===== src/mvhp_pkg.sv =====
// ----------------------------------------------------------------------------
// MPEG-1 header parser package
// Phase codes, event codes, queue entry type and the constant tables.
// ----------------------------------------------------------------------------
`default_nettype none

package mvhp_pkg;

    typedef enum logic [13:0] {
        PH_HUNT  = 14'b00000000000001,
        PH_CODE  = 14'b00000000000010,
        PH_SIZES = 14'b00000000000100,
        PH_SSKIP = 14'b00000000001000,
        PH_IFLAG = 14'b00000000010000,
        PH_IMAT  = 14'b00000000100000,
        PH_NFLAG = 14'b00000001000000,
        PH_NSKIP = 14'b00000010000000,
        PH_PIC   = 14'b00000100000000,
        PH_PSKIP = 14'b00001000000000,
        PH_XFLAG = 14'b00010000000000,
        PH_XSKIP = 14'b00100000000000,
        PH_SLICE = 14'b01000000000000,
        PH_DONE  = 14'b10000000000000
    } phase_t;

    localparam logic [2:0] EV_MATRIX = 3'd0;
    localparam logic [2:0] EV_SIZES  = 3'd1;
    localparam logic [2:0] EV_PIC    = 3'd2;
    localparam logic [2:0] EV_SLICE  = 3'd3;
    localparam logic [2:0] EV_END    = 3'd4;

    localparam logic [7:0] SC_SEQ_HDR   = 8'hB3;
    localparam logic [7:0] SC_PICTURE   = 8'h00;
    localparam logic [7:0] SC_SLICE_MIN = 8'h01;
    localparam logic [7:0] SC_SLICE_MAX = 8'hAF;
    localparam logic [7:0] SC_SEQ_END   = 8'hB7;

    localparam logic [2:0] PT_P = 3'd2;
    localparam logic [2:0] PT_B = 3'd3;

    localparam int QUEUE_DEPTH = 2;

    typedef struct packed {
        logic       burst;
        logic [2:0] kind;
        logic [11:0] width;
        logic [11:0] height;
        logic [2:0] ptype;
        logic [4:0] qscale;
        logic [5:0] index;
        logic [7:0] value;
    } job_t;

    localparam logic [5:0] SCAN_ORDER [64] = '{
        6'd0, 6'd1, 6'd8, 6'd16, 6'd9, 6'd2, 6'd3, 6'd10,
        6'd17, 6'd24, 6'd32, 6'd25, 6'd18, 6'd11, 6'd4, 6'd5,
        6'd12, 6'd19, 6'd26, 6'd33, 6'd40, 6'd48, 6'd41, 6'd34,
        6'd27, 6'd20, 6'd13, 6'd6, 6'd7, 6'd14, 6'd21, 6'd28,
        6'd35, 6'd42, 6'd49, 6'd56, 6'd57, 6'd50, 6'd43, 6'd36,
        6'd29, 6'd22, 6'd15, 6'd23, 6'd30, 6'd37, 6'd44, 6'd51,
        6'd58, 6'd59, 6'd52, 6'd45, 6'd38, 6'd31, 6'd39, 6'd46,
        6'd53, 6'd60, 6'd61, 6'd54, 6'd47, 6'd55, 6'd62, 6'd63
    };

    localparam logic [7:0] INTRA_DEFAULT [64] = '{
        8'd8, 8'd16, 8'd19, 8'd22, 8'd26, 8'd27, 8'd29, 8'd34,
        8'd16, 8'd16, 8'd22, 8'd24, 8'd27, 8'd29, 8'd34, 8'd37,
        8'd19, 8'd22, 8'd26, 8'd27, 8'd29, 8'd34, 8'd34, 8'd38,
        8'd22, 8'd22, 8'd26, 8'd27, 8'd29, 8'd34, 8'd37, 8'd40,
        8'd22, 8'd26, 8'd27, 8'd29, 8'd32, 8'd35, 8'd40, 8'd48,
        8'd26, 8'd27, 8'd29, 8'd32, 8'd35, 8'd40, 8'd48, 8'd58,
        8'd26, 8'd27, 8'd29, 8'd34, 8'd38, 8'd46, 8'd56, 8'd69,
        8'd27, 8'd29, 8'd35, 8'd38, 8'd46, 8'd56, 8'd69, 8'd83
    };

endpackage

`default_nettype wire


===== src/mvhp_front.sv =====
// ----------------------------------------------------------------------------
// MPEG-1 header parser front end
// Takes one stream byte per beat, walks its eight bits through the header
// fields and hands at most one job per byte to the queue.
// ----------------------------------------------------------------------------
`default_nettype none

module mvhp_front
    import mvhp_pkg::*;
(
    input  wire logic       clk,
    input  wire logic       rst_n,
    input  wire logic       take,
    input  wire logic [7:0] data_byte,
    output job_t            job,
    output logic            push
);

    phase_t      phase_reg, phase_next;
    logic [1:0]  zero_run_reg, zero_run_next;
    logic [23:0] buf_reg, buf_next;
    logic [4:0]  held_reg, held_next;
    logic [9:0]  skip_reg, skip_next;
    logic [6:0]  entry_reg, entry_next;
    logic [11:0] width_reg, width_next;
    logic        emit;

    always_comb
    begin
        logic       bitv;
        logic [2:0] pt;
        phase_next     = phase_reg;
        zero_run_next  = zero_run_reg;
        buf_next       = buf_reg;
        held_next      = held_reg;
        skip_next      = skip_reg;
        entry_next     = entry_reg;
        width_next     = width_reg;
        emit           = 1'b0;
        job            = '0;
        bitv           = 1'b0;
        pt             = '0;
        if (phase_reg == PH_HUNT)
        begin
            if (data_byte == 8'd1 && zero_run_reg == 2'd2)
            begin
                phase_next    = PH_CODE;
                zero_run_next = '0;
            end
            else if (data_byte == 8'd0)
                zero_run_next = (zero_run_reg == 2'd2) ? 2'd2 : zero_run_reg + 2'd1;
            else
                zero_run_next = '0;
        end
        else if (phase_reg == PH_CODE)
        begin
            buf_next      = '0;
            held_next     = '0;
            zero_run_next = '0;
            if (data_byte == SC_SEQ_HDR)
                phase_next = PH_SIZES;
            else if (data_byte == SC_PICTURE)
                phase_next = PH_PIC;
            else if (data_byte >= SC_SLICE_MIN && data_byte <= SC_SLICE_MAX)
                phase_next = PH_SLICE;
            else
            begin
                if (data_byte == SC_SEQ_END)
                begin
                    emit     = 1'b1;
                    job.kind = EV_END;
                end
                phase_next = PH_HUNT;
            end
        end
        else
        begin
            for (int b = 7; b >= 0; b--)
            begin
                bitv = data_byte[b];
                unique case (phase_next)
                    PH_SIZES:
                    begin
                        buf_next  = {buf_next[22:0], bitv};
                        held_next = held_next + 5'd1;
                        if (held_next == 5'd12)
                            width_next = buf_next[11:0];
                        if (held_next >= 5'd24)
                        begin
                            emit       = 1'b1;
                            job        = '0;
                            job.kind   = EV_SIZES;
                            job.width  = width_next;
                            job.height = buf_next[11:0];
                            held_next  = '0;
                            buf_next   = '0;
                            skip_next  = 10'd38;
                            phase_next = PH_SSKIP;
                        end
                    end
                    PH_SSKIP, PH_NSKIP, PH_PSKIP, PH_XSKIP:
                    begin
                        if (skip_next != '0)
                            skip_next = skip_next - 10'd1;
                        if (skip_next == '0)
                        begin
                            if (phase_next == PH_SSKIP)
                                phase_next = PH_IFLAG;
                            else if (phase_next == PH_NSKIP)
                                phase_next = PH_DONE;
                            else
                                phase_next = PH_XFLAG;
                        end
                    end
                    PH_IFLAG:
                    begin
                        if (bitv)
                        begin
                            entry_next = '0;
                            held_next  = '0;
                            buf_next   = '0;
                            phase_next = PH_IMAT;
                        end
                        else
                        begin
                            emit       = 1'b1;
                            job        = '0;
                            job.burst  = 1'b1;
                            job.kind   = EV_MATRIX;
                            phase_next = PH_NFLAG;
                        end
                    end
                    PH_IMAT:
                    begin
                        buf_next  = {buf_next[22:0], bitv};
                        held_next = held_next + 5'd1;
                        if (held_next >= 5'd8)
                        begin
                            emit       = 1'b1;
                            job        = '0;
                            job.kind   = EV_MATRIX;
                            job.index  = SCAN_ORDER[entry_next[5:0]];
                            job.value  = buf_next[7:0];
                            held_next  = '0;
                            buf_next   = '0;
                            entry_next = entry_next + 7'd1;
                            if (entry_next >= 7'd64)
                                phase_next = PH_NFLAG;
                        end
                    end
                    PH_NFLAG:
                    begin
                        if (bitv)
                        begin
                            skip_next  = 10'd512;
                            phase_next = PH_NSKIP;
                        end
                        else
                            phase_next = PH_DONE;
                    end
                    PH_PIC:
                    begin
                        buf_next  = {buf_next[22:0], bitv};
                        held_next = held_next + 5'd1;
                        if (held_next >= 5'd13)
                        begin
                            pt        = buf_next[2:0];
                            emit      = 1'b1;
                            job       = '0;
                            job.kind  = EV_PIC;
                            job.ptype = pt;
                            held_next = '0;
                            buf_next  = '0;
                            if (pt == PT_P)
                                skip_next = 10'd20;
                            else if (pt == PT_B)
                                skip_next = 10'd24;
                            else
                                skip_next = 10'd16;
                            phase_next = PH_PSKIP;
                        end
                    end
                    PH_XFLAG:
                    begin
                        if (bitv)
                        begin
                            skip_next  = 10'd8;
                            phase_next = PH_XSKIP;
                        end
                        else
                            phase_next = PH_DONE;
                    end
                    PH_SLICE:
                    begin
                        buf_next  = {buf_next[22:0], bitv};
                        held_next = held_next + 5'd1;
                        if (held_next >= 5'd5)
                        begin
                            emit       = 1'b1;
                            job        = '0;
                            job.kind   = EV_SLICE;
                            job.qscale = buf_next[4:0];
                            held_next  = '0;
                            buf_next   = '0;
                            phase_next = PH_DONE;
                        end
                    end
                    default:
                        phase_next = PH_DONE;
                endcase
            end
            if (phase_next == PH_DONE)
            begin
                phase_next    = PH_HUNT;
                zero_run_next = '0;
                held_next     = '0;
                buf_next      = '0;
            end
        end
    end

    assign push = take && emit;

    always_ff @(posedge clk or negedge rst_n)
    begin
        if (!rst_n)
        begin
            phase_reg    <= PH_HUNT;
            zero_run_reg <= '0;
            buf_reg      <= '0;
            held_reg     <= '0;
            skip_reg     <= '0;
            entry_reg    <= '0;
            width_reg    <= '0;
        end
        else if (take)
        begin
            phase_reg    <= phase_next;
            zero_run_reg <= zero_run_next;
            buf_reg      <= buf_next;
            held_reg     <= held_next;
            skip_reg     <= skip_next;
            entry_reg    <= entry_next;
            width_reg    <= width_next;
        end
    end

endmodule

`default_nettype wire


===== src/mvhp_queue.sv =====
// ----------------------------------------------------------------------------
// MPEG-1 header parser job queue
// Short first-in first-out buffer between the front end and the back end.
// ----------------------------------------------------------------------------
`default_nettype none

module mvhp_queue
    import mvhp_pkg::*;
#(
    parameter int Depth = QUEUE_DEPTH
)
(
    input  wire logic clk,
    input  wire logic rst_n,
    input  wire logic push,
    input  job_t      wr_job,
    input  wire logic pop,
    output job_t      rd_job,
    output logic      full,
    output logic      empty
);

    localparam int AW = (Depth > 1) ? $clog2(Depth) : 1;

    job_t            slot_reg [Depth];
    logic [AW-1:0]   wr_ptr_reg, rd_ptr_reg;
    logic [AW:0]     count_reg;

    assign full   = (count_reg == (AW+1)'(Depth));
    assign empty  = (count_reg == '0);
    assign rd_job = slot_reg[rd_ptr_reg];

    always_ff @(posedge clk)
    begin
        if (push)
            slot_reg[wr_ptr_reg] <= wr_job;
    end

    always_ff @(posedge clk or negedge rst_n)
    begin
        if (!rst_n)
        begin
            wr_ptr_reg <= '0;
            rd_ptr_reg <= '0;
            count_reg  <= '0;
        end
        else
        begin
            if (push)
                wr_ptr_reg <= (wr_ptr_reg == AW'(Depth - 1)) ? '0 : wr_ptr_reg + AW'(1);
            if (pop)
                rd_ptr_reg <= (rd_ptr_reg == AW'(Depth - 1)) ? '0 : rd_ptr_reg + AW'(1);
            if (push && !pop)
                count_reg <= count_reg + (AW+1)'(1);
            else if (pop && !push)
                count_reg <= count_reg - (AW+1)'(1);
        end
    end

endmodule

`default_nettype wire


===== src/mvhp_back.sv =====
// ----------------------------------------------------------------------------
// MPEG-1 header parser back end
// Turns queued jobs into result beats held in an output register and
// expands a default-matrix job into 64 matrix entry beats.
// ----------------------------------------------------------------------------
`default_nettype none

module mvhp_back
    import mvhp_pkg::*;
(
    input  wire logic        clk,
    input  wire logic        rst_n,
    input  job_t             head,
    input  wire logic        empty,
    output logic             pop,
    output logic             event_valid,
    input  wire logic        event_ready,
    output logic [2:0]       event_kind,
    output logic [11:0]      size_width,
    output logic [11:0]      size_height,
    output logic [2:0]       picture_type,
    output logic [4:0]       quant_scale,
    output logic [5:0]       matrix_index,
    output logic [7:0]       matrix_value,
    output logic             last_of_run
);

    logic        valid_reg;
    logic [5:0]  cnt_reg;
    job_t        out_reg;
    job_t        load_job;
    logic        last_reg;
    logic        load;
    logic        burst_end;

    assign load      = !empty && (!valid_reg || event_ready);
    assign burst_end = (cnt_reg == 6'd63);
    assign pop       = load && (!head.burst || burst_end);

    always_comb
    begin
        load_job = head;
        if (head.burst)
        begin
            load_job.index = cnt_reg;
            load_job.value = INTRA_DEFAULT[cnt_reg];
        end
    end

    always_ff @(posedge clk or negedge rst_n)
    begin
        if (!rst_n)
        begin
            valid_reg <= 1'b0;
            cnt_reg   <= '0;
        end
        else
        begin
            if (load)
                valid_reg <= 1'b1;
            else if (event_ready)
                valid_reg <= 1'b0;
            if (load && head.burst)
                cnt_reg <= cnt_reg + 6'd1;
        end
    end

    always_ff @(posedge clk)
    begin
        if (load)
        begin
            out_reg  <= load_job;
            last_reg <= !head.burst || burst_end;
        end
    end

    assign event_valid  = valid_reg;
    assign event_kind   = out_reg.kind;
    assign size_width   = out_reg.width;
    assign size_height  = out_reg.height;
    assign picture_type = out_reg.ptype;
    assign quant_scale  = out_reg.qscale;
    assign matrix_index = out_reg.index;
    assign matrix_value = out_reg.value;
    assign last_of_run  = last_reg;

endmodule

`default_nettype wire


===== src/mpeg1_video_header_parser_core.sv =====
// ----------------------------------------------------------------------------
// MPEG-1 video header parser
// Finds start codes in a video elementary stream and reports header fields.
// ----------------------------------------------------------------------------
// The data channel takes one stream byte per beat, most significant bit first.
// The event channel gives one beat per reported item: picture sizes, picture
// type, slice quantiser scale, sequence end, or an intra matrix entry.
// last_of_run marks the final beat caused by one input byte.
// A byte is taken every cycle while the two-entry job queue has room.
// A job enters the queue at the edge that accepts its byte and moves into the
// output register once that register is free or its beat is being taken.
// A default intra matrix comes out as 64 beats from the back end's table counter,
// one per cycle while the receiver accepts; bytes keep flowing in until the queue fills.
// When the receiver stalls, the output register holds its beat, the queue
// fills and data_ready drops.
// Reset returns the parser to start code hunting with the queue empty.
// ----------------------------------------------------------------------------
`default_nettype none

module mpeg1_video_header_parser_core
    import mvhp_pkg::*;
#(
    parameter int QueueDepth = QUEUE_DEPTH
)
(
    input  wire logic        clk,
    input  wire logic        rst_n,
    input  wire logic        data_valid,
    output logic             data_ready,
    input  wire logic [7:0]  data_byte,
    output logic             event_valid,
    input  wire logic        event_ready,
    output logic [2:0]       event_kind,
    output logic [11:0]      size_width,
    output logic [11:0]      size_height,
    output logic [2:0]       picture_type,
    output logic [4:0]       quant_scale,
    output logic [5:0]       matrix_index,
    output logic [7:0]       matrix_value,
    output logic             last_of_run
);

    job_t new_job, head_job;
    logic push, pop, full, empty, take;

    assign data_ready = !full;
    assign take       = data_valid && data_ready;

    mvhp_front u_front (
        .clk       (clk),
        .rst_n     (rst_n),
        .take      (take),
        .data_byte (data_byte),
        .job       (new_job),
        .push      (push)
    );

    mvhp_queue #(.Depth(QueueDepth)) u_queue (
        .clk    (clk),
        .rst_n  (rst_n),
        .push   (push),
        .wr_job (new_job),
        .pop    (pop),
        .rd_job (head_job),
        .full   (full),
        .empty  (empty)
    );

    mvhp_back u_back (
        .clk          (clk),
        .rst_n        (rst_n),
        .head         (head_job),
        .empty        (empty),
        .pop          (pop),
        .event_valid  (event_valid),
        .event_ready  (event_ready),
        .event_kind   (event_kind),
        .size_width   (size_width),
        .size_height  (size_height),
        .picture_type (picture_type),
        .quant_scale  (quant_scale),
        .matrix_index (matrix_index),
        .matrix_value (matrix_value),
        .last_of_run  (last_of_run)
    );

endmodule

`default_nettype wire


===== config.mk =====
export PLATFORM = sky130hd
export DESIGN_NAME = mpeg1_video_header_parser_core
export DESIGN_NICKNAME = d
export VERILOG_FILES = /design/src/mvhp_pkg.sv /design/src/mvhp_front.sv /design/src/mvhp_queue.sv /design/src/mvhp_back.sv /design/src/mpeg1_video_header_parser_core.sv
export SDC_FILE = /design/constraint.sdc
export NUM_CORES = 2
export LEC_CHECK = 0
export ABC_CLOCK_PERIOD_IN_PS = 19000
export BUFFER_PORTS_ARGS = -buffer_cell sky130_fd_sc_hd__buf_2
export CORE_MARGIN = 2
export CORE_UTILIZATION = 35
export CTS_CLUSTER_SIZE = 40
export DETAILED_ROUTE_END_ITERATION = 8
export PLACE_DENSITY_LB_ADDON = 0.2
export REMOVE_ABC_BUFFERS = 1
export SKIP_CTS_REPAIR_TIMING = 1
export SKIP_LAST_GASP = 1
export SYNTH_ARGS = -nofsm -noshare
export SYNTH_HDL_FRONTEND = slang
export SYNTH_SLANG_ARGS = --single-unit

===== constraint.sdc =====
create_clock -name clk -period 19 [get_ports clk]
set_input_delay 0 -clock clk [delete_from_list [all_inputs] [get_ports clk]]
set_output_delay 0 -clock clk [all_outputs]
set_load 0.05 [all_outputs]

==> impl_metrics.csv <==
group,metric,value,unit
cells_and_area,final_cell_count_no_fill,6297,
logic_synthesis,synth.area.top_cells,"edfxtp_1 (13%), ha_1 (6.1%), nand2_1 (6.0%)",
clock_tree,tritoncts,"done",
worst_setup_path,crit_path_max_fanout,24,
sta,max_freq,55.5,MHz
die,initial_utilization,35.4,%
worst_setup_path,worst_setup_path_start_kind,"flip-flop",
pwr,power.density,147,mW/mm2
logic_synthesis,avgSynthCellArea,7.20,um2
route,firstDrtPassIters,6,
placement,dp_hpwl,142,mm
worst_setup_path,crit_required,19.20,ns
global_route,antenna_found_initial,5,
sta,slew_violations,0,
sta,skew,0.0270,ns
worst_setup_path,r2r-end,"u_queue.slot_reg[0][36]",
cells_and_area,drive_above_1_share,12.8,%
die,rows,116,
pwr,ir_drop,0.0000920,V
min_path,hp-class,"in -> reg",
route,drtIter0Drc,6142,
logic_synthesis,synth-seq-area-share,17.7,%
cells_and_area,fin_nets,5105,
worst_setup_path,worstSetupEndpoint,"u_queue.slot_reg[0][36]",
clock_tree,cts_max_path_buffers,3,
route,wl,178,mm
placement,io_buffer_count,63,
global_route,grt_overflow,0,
sta,setup_viol,0,
clock_tree,insertion_delay,0.56,ns
worst_setup_path,crit_path_end_kind,"flip-flop",
logic_synthesis,synth_ff_type,"edfxtp_1",
logic_synthesis,synth.distinct_cells,145,
global_route,grt_max_degree,66,
job,max_cap_viol_count,0,
clock_tree,numCtsBuffers,23,
logic_synthesis,ys_warn_count,0,
worst_setup_path,cpMaxStageDelayCell,"or4_4",
route,drtAntennaViolNets,0,
logic_synthesis,netlist_instances,4943,
global_route,grt_pass1_wl,261,mm
route,vias,42800,
logic_synthesis,synth_area,0.0356,mm2
sta,hold_viol,0,
route,drt-wirelength-per-cell,28.3,um
sta,totalNegativeSetupSlack,0,ns
logic_synthesis,synth_seq_cells,222,
cells_and_area,final_common_cell,"nand2_1",
worst_setup_path,rrSetupSlack,0.99,ns
worst_setup_path,r2r_start,"u_front.phase_reg[4]",
status,outcome,"complete, no violations",
die,core_area,0.100,mm2
clock_tree,clockRootBuffer,"clkbuf_16",
sta,fin_crit_sh,94.8,%
cells_and_area,largest_reg_flops,100,
pwr,finalPower,5.72,mW
clock_tree,cts.clk_slew.worst_paths,0.07,ns
die,dieWidth,323,um
cells_and_area,syn_to_final_growth,9.42,%
sta,tightest_slew,1.17,ns
sta,finalCriticalPeriod,18.01,ns
worst_setup_path,cpPeakStageDelay,0.68,ns
logic_synthesis,synthArstFlopShare,32.4,%
clock_tree,clock-sinks,222,
die,die_h,323,um
cells_and_area,fin_util,38.8,%
placement,dp.cells,6247,
logic_synthesis,synth_edf_count,150,
worst_setup_path,worst_r2r_path_depth,71,
die,io_pins,64,
logic_synthesis,synth_top_area_share,12.7,%
clock_tree,ctsHtreeMaxLevel,1,
global_route,grt_pass1_vias,38500,
die,dieArea,0.104,mm2
worst_setup_path,critPathArrivalTime,18.21,ns
global_route,grt_use_total,32.8,%
logic_synthesis,synth_top_cell_by_area,"edfxtp_1",
route,route.detailed.drc,0,
placement,gp_congestion,1.06,
cells_and_area,layout_common_cells,"nand2_1 (565), nor2_1 (494), a21oi_1 (404), o21ai_0 (392), buf_4 (210)",
worst_setup_path,startpoint,"u_front.phase_reg[4]",
worst_setup_path,critical_path_class,"reg -> reg",
sta,maxSlewHeadroom,21.7,%
pwr,p_leak,14.1,nW
route,routed_via_density,6.79,
report_power, final:
group / leakage (nW) / switching [mW] / total (mW) / internal, mW
registers: 2.28 / 0.122 / 0.773 / 0.651
logic: 11.4 / 2.99 / 4.46 / 1.47
clock network: 0.394 / 0.207 / 0.491 / 0.284
stage by stage:
stage	hold WS, ns	setup WS [ns]	area, um2
after detailed placement	-0.159	0.506	38000
final	0.0578	0.993	38900
after global placement	-0.157	0.613	38000
after CTS	-0.736	0.411	38800
after global routing	0.109	-0.00299	38900
after floorplan	-0.296	0.0654	34200
cells in the mapped netlist (all sizes together) (68+ instances only):
cell / instances
a211oi: 91
a21oi: 423
a22oi: 68
a31oi: 103
and2: 75
buf: 80
clkbuf: 245
dfrtp: 71
edfxtp: 150
ha: 173
inv: 125
mux2: 78
mux2i: 92
nand2: 566
nand3: 162
nor2: 501
nor3: 136
nor4: 76
o211ai: 75
o21ai: 442
o22ai: 131
per-layer routing:
layer	track usage (%)	wire length [um]	vias to the layer above
li1	-	-	19000
met1	45.2	73500	20400
met2	47.8	72500	2856
met3	7.12	20900	551
met4	16.8	11300	6
met5	0	34	-
worst min path at each step:
| stage | from | slack, ns | cells past startpoint | to |
|---|---|---|---|---|
| final | data_valid | 0.06 | 4 | u_front.phase_reg[1] |
| after global routing | data_byte[0] | 0.11 | 3 | u_front.skip_reg[2] |
| after CTS | rst_n | -0.74 | 1 | u_front.entry_reg[1] |
| after detailed placement | rst_n | -0.16 | 1 | u_front.held_reg[0] |
| after global placement | rst_n | -0.16 | 1 | u_front.held_reg[0] |
| after floorplan | rst_n | -0.30 | 0 | u_back.cnt_reg[0] |
logic make-up after synthesis:
group / count (synthesis) / share of synthesized area (%)
buf+inv: 457 / 5.16
xor+xnor: 69 / 1.84
fa+ha+maj: 174 / 6.11
flops: 222 / 17.7
simple gates: 1897 / 26.2
compound gates: 1947 / 37.5
mux: 177 / 5.50
worst max-delay path, delay by kind of cell, from the launching register on:
| family | cells | cell delay [ns] |
|---|---|---|
| and+or+nand+nor | 20 | 5.44 |
| buffers and inverters | 11 | 1.96 |
| muxes | 3 | 0.65 |
| DFF | 1 | 0.51 |
| adders and majority gates | 7 | 1.76 |
| AOI/OAI and AO/OA | 30 | 7.26 |
final cells by class:
class	instances	area [um2]
antenna	3	7.51
clock buffer	26	587
clock inverter	16	225
fill	10800	61500
inverter	132	497
multi-input combinational	4264	27700
sequential	222	6310
tap	1357	1700
timing repair buffer	277	1930
No activity file was read; power rests on OpenSTA's default activity.
